==> config.mk <==
export PLATFORM = sky130hd
export DESIGN_NAME = lse_mul
export DESIGN_NICKNAME = d
export VERILOG_FILES = /design/src/rtl/core/assert_macros.svh /design/src/rtl/core/lse_pkg.sv /design/src/rtl/core/lse_mul.sv
export SDC_FILE = /design/constraint.sdc
export NUM_CORES = 2
export LEC_CHECK = 0
export BUFFER_PORTS_ARGS = -buffer_cell sky130_fd_sc_hd__buf_2
export CAP_MARGIN = 20
export CORE_MARGIN = 4
export CORE_UTILIZATION = 30
export DETAILED_ROUTE_END_ITERATION = 8
export PLACE_DENSITY = 0.53
export SYNTH_ARGS = -nofsm -noshare
export SYNTH_HDL_FRONTEND = slang
export SYNTH_SLANG_ARGS = --single-unit
==> constraint.sdc <==
create_clock -name clk -period 10.71 [get_ports clk]
set_input_delay 2.142 -clock clk [delete_from_list [all_inputs] [get_ports clk]]
set_output_delay 2.142 -clock clk [all_outputs]
set_load 0.005 [all_outputs]
==> src/rtl/core/assert_macros.svh <==
// ----------------------------------------------------------------------------
// Assertion macros
// Shared concurrent assertion forms, clocked on clk, off while rst_n is low.
// ----------------------------------------------------------------------------
`ifndef ASSERT_MACROS_SVH
`define ASSERT_MACROS_SVH

// same-cycle implication
`define LSE_ASSERT_IMPL(lbl, ante, cons, msg) \
    lbl: assert property (@(posedge clk) disable iff (!rst_n) (ante) |-> (cons)) \
        else $error(msg);

// next-cycle implication
`define LSE_ASSERT_NEXT(lbl, ante, cons, msg) \
    lbl: assert property (@(posedge clk) disable iff (!rst_n) (ante) |=> (cons)) \
        else $error(msg);

`endif

==> src/rtl/core/lse_pkg.sv <==
// ----------------------------------------------------------------------------
// lse_pkg
// Widths, codes and constant tables of the Legendre series evaluator.
// ----------------------------------------------------------------------------
package lse_pkg;

    localparam int MAX_ORDER = 15;
    localparam int ORD_W     = 4;
    localparam int STORE_D   = MAX_ORDER + 1;
    localparam int DEG_W     = $clog2(STORE_D);

    localparam int COEF_W = 32;
    localparam int MU_W   = 32;
    localparam int SUM_W  = 48;

    // shared multiplier: A carries the recurrence numerator (37 bits signed)
    localparam int MUL_A_W = 37;
    localparam int MUL_B_W = 32;
    localparam int MUL_P_W = MUL_A_W + MUL_B_W;

    localparam int APB_AW = 3;
    localparam int APB_DW = 32;

    localparam logic [1:0] CMD_WRITE = 2'd0;
    localparam logic [1:0] CMD_SCALE = 2'd1;
    localparam logic [1:0] CMD_EVAL  = 2'd2;

    localparam logic REG_SERIES_ORDER = 1'b0;

    localparam logic signed [MU_W-1:0] ONE_Q30     = 32'sh4000_0000;
    localparam logic signed [MU_W-1:0] NEG_ONE_Q30 = -32'sh4000_0000;

    // round(2^24 / l) for the recurrence step that produces degree l
    localparam logic [24:0] RECIP_Q24 [STORE_D] = '{
        25'd16777216, 25'd16777216, 25'd8388608, 25'd5592405,
        25'd4194304,  25'd3355443,  25'd2796203, 25'd2396745,
        25'd2097152,  25'd1864135,  25'd1677722, 25'd1525201,
        25'd1398101,  25'd1290555,  25'd1198373, 25'd1118481
    };

endpackage

==> src/rtl/core/lse_mul.sv <==
// ----------------------------------------------------------------------------
// lse_mul
// Shared signed multiplier with a registered product.
// ----------------------------------------------------------------------------
module lse_mul (
    input  logic                                clk,
    input  logic signed [lse_pkg::MUL_A_W-1:0] op_a,
    input  logic signed [lse_pkg::MUL_B_W-1:0] op_b,
    output logic signed [lse_pkg::MUL_P_W-1:0] prod
);
    import lse_pkg::*;

    logic signed [MUL_P_W-1:0] prod_reg;

    always_ff @(posedge clk)
    begin
        prod_reg <= MUL_P_W'(op_a) * MUL_P_W'(op_b);
    end

    assign prod = prod_reg;

endmodule

==> results.md <==
- Hold EP: prod[0]
- Post-synth cell types: 54
- Clock-pin transition on the worst setup and hold timing paths: approximately 0.060 ns
- First-pass GRT wire length: between 150 and 200 mm
- Slew HR: 43.2%
- Most common cell after layout, fill and taps aside: fa_1
- Die width: about 380 µm
- Slowest stage cell, crit path: buf_2
- GP Congestion: 0.854
- Data required, critical path: ~11 ns
- Initial core utilization: 30.2%
- Final min period: around 10 ns
- WP buf/inv: 7
- Die Span Y: 383 µm
- Drt first pass iters: 5
- Antenna violations before repair: 15
- CP Data Arrival Time: about 10 ns
- Dpl ws: ~0.22 ns
- Routed length per instance: approximately 19 µm
- Synthesis Warnings: 0
- Crit path launch type: primary input
- H-tree depth: 3
- CP Class: in -> reg
- Status: complete, no violations
- Fin. max-slew vios: 0
- Final TNS setup: 0 ns
- Mapped Area: 42100 µm²
- CTS root buf: clkbuf_16
- Final hold violation count: 0
- HPWL Detailed: approximately 100 mm
- Worst slew pin tran: between 0.8 and 0.9 ns
- Vias in the first global route: about 33000
- Avg Inst Size Synth: 9.51 µm²
- First DRT Iteration DRCs: approximately 1400
- DRC viols: 0
- Register bit total from synthesis: 69
- CTS tree: built
- Syn Nets: approximately 5900
- TritonCTS Buffers: 9
- Largest net degree at the start of global routing: 38
- DR vias: 28900
- Max-Cap Viols: 0
- Worst hold start: op_a[0]
- Most frequent cells in the layout: fa_1 (1232), inv_1 (1066), nand2_1 (606)
- Final layout net count: ~6000
- Crit path max fanout: 28
- Crit path max-delay family: adder cells
- Endpoints failing setup: 0
- Cell Rows: between 100 and 150
- CTS Sinks: 69
- Slack of the critical path: between 0.6 and 0.7 ns
- RSZ-0062 raised after global routing: false
- Via density: 4.54
- Hold_buf cts: 0
- # resized after CTS: 0
- Crit path largest cell delay: around 0.63 ns
- Gr usage total: ~17%
- Crit path top cell by count: fa_1
- Asr flop ratio synth: 0%
- Bufs on Longest Clock Path: 2
- Core area: around 140000 µm²
- Crit. End Element: register
- Fin crit share: 94.4%
- Share of layout cells above drive strength 1: under 10%
- # IOs: 139
- Seq/Total Area, Yosys: under 10%
- Port bufs: approximately 140
- Number of synthesized flops with an enable pin: 0
- Top_reg_cell synth: dfxtp_1
- Layout Area Growth over Synthesis: 8.58%
- Worst min path class: in -> reg
- Setup Fix Bufs, Post-CTS: 0
- Die area: around 150000 µm²
- Max reg flops: 69
- Drt total wl: roughly 120 mm
- Syn Inst Count: around 4400
- Remaining antenna violation count: 0
- Max Clk Rate: a little under 100 MHz
- Worst Hold Depth: 3
- Total gr overflow: 0
[synth_stat cells (2+ instances only)]
library cell	number	share of area, %
fa_1	1232	59
inv_1	1066	9.5
nand2_1	606	5.4
and2_1	597	8.9
clkbuf_1	234	2.1
ha_1	194	5.8
dfxtp_1	69	3.3
nor2_1	66	0.59
a21oi_1	63	0.75
xnor2_1	52	1.1
a21o_1	27	0.48
xor2_1	25	0.52
o21ai_0	23	0.27
nand3_1	18	0.21
o21ai_1	16	0.19
a211oi_1	13	0.23
o21bai_1	13	0.23
nand2b_1	11	0.16
a31oi_1	10	0.15
buf_1	10	0.089
nand4_1	10	0.15
nor3_1	10	0.12
and3_1	9	0.13
nor2b_1	8	0.12
o211ai_1	6	0.11
o21a_1	4	0.071
o31ai_1	4	0.071
a2111oi_0	3	0.062
a211oi_2	3	0.089
a21boi_1	3	0.053
a221oi_1	3	0.062
nor4_1	2	0.030
o22ai_1	2	0.030
o41ai_1	2	0.042
[tightest hold or removal path: cells and delay by family]
kind                   cells  cell delay (ns)
buffers and inverters      2             0.47
and+or+nand+nor            1             0.21
[kinds of logic after synthesis]
family | after synthesis | share of synthesized area, %
simple gates | 1341 | 15.8
xor+xnor | 77 | 1.60
mux | 1 | 0.0238
flops | 69 | 3.28
compound gates | 209 | 3.30
buf+inv | 1311 | 11.7
fa+ha+maj | 1426 | 64.3
[per-stage QoR]
step           util, %  hold WS, ns  area [µm²]  std cells
3_3_place_gp      32.5         2.52       45400       6341
3_5_place_dp      32.5         2.52       45400       6341
2_1_floorplan        -         2.27       42100       4434
5_1_grt           32.8         2.46       45800       6358
6_report          32.8         2.46       45800       6359
4_1_cts           32.8         2.42       45800       6357
[area by class of cell]
cell class / instances / area [µm²]
multi-input combinational: 3054 / 35800
antenna: 2 / 5.00
clock inverter: 6 / 110
tap: 1876 / 2350
clock buffer: 10 / 239
fill: 14700 / 93800
sequential: 69 / 1380
timing repair buffer: 275 / 1830
inverter: 1067 / 4010
[how the worst max path moves through the flow]
stage / endpoint / start / cells after the start
global route: prod[61] / op_b[10] / 27
global placement: prod[65] / op_b[8] / 28
CTS: prod[61] / op_b[10] / 27
detailed placement: prod[67] / op_b[10] / 27
finish: prod[61] / op_b[4] / 27
floorplan: prod[67] / op_b[5] / 30
[per-layer routing]
metal	track usage [%]	wire length, µm
met1	21.9	48800
met2	31.2	62700
met3	2.34	4980
met4	4.86	3680
met5	0	0
Power is not shown: default switching activity piles up to over one toggle a cycle in this logic, so the estimate is an artifact.
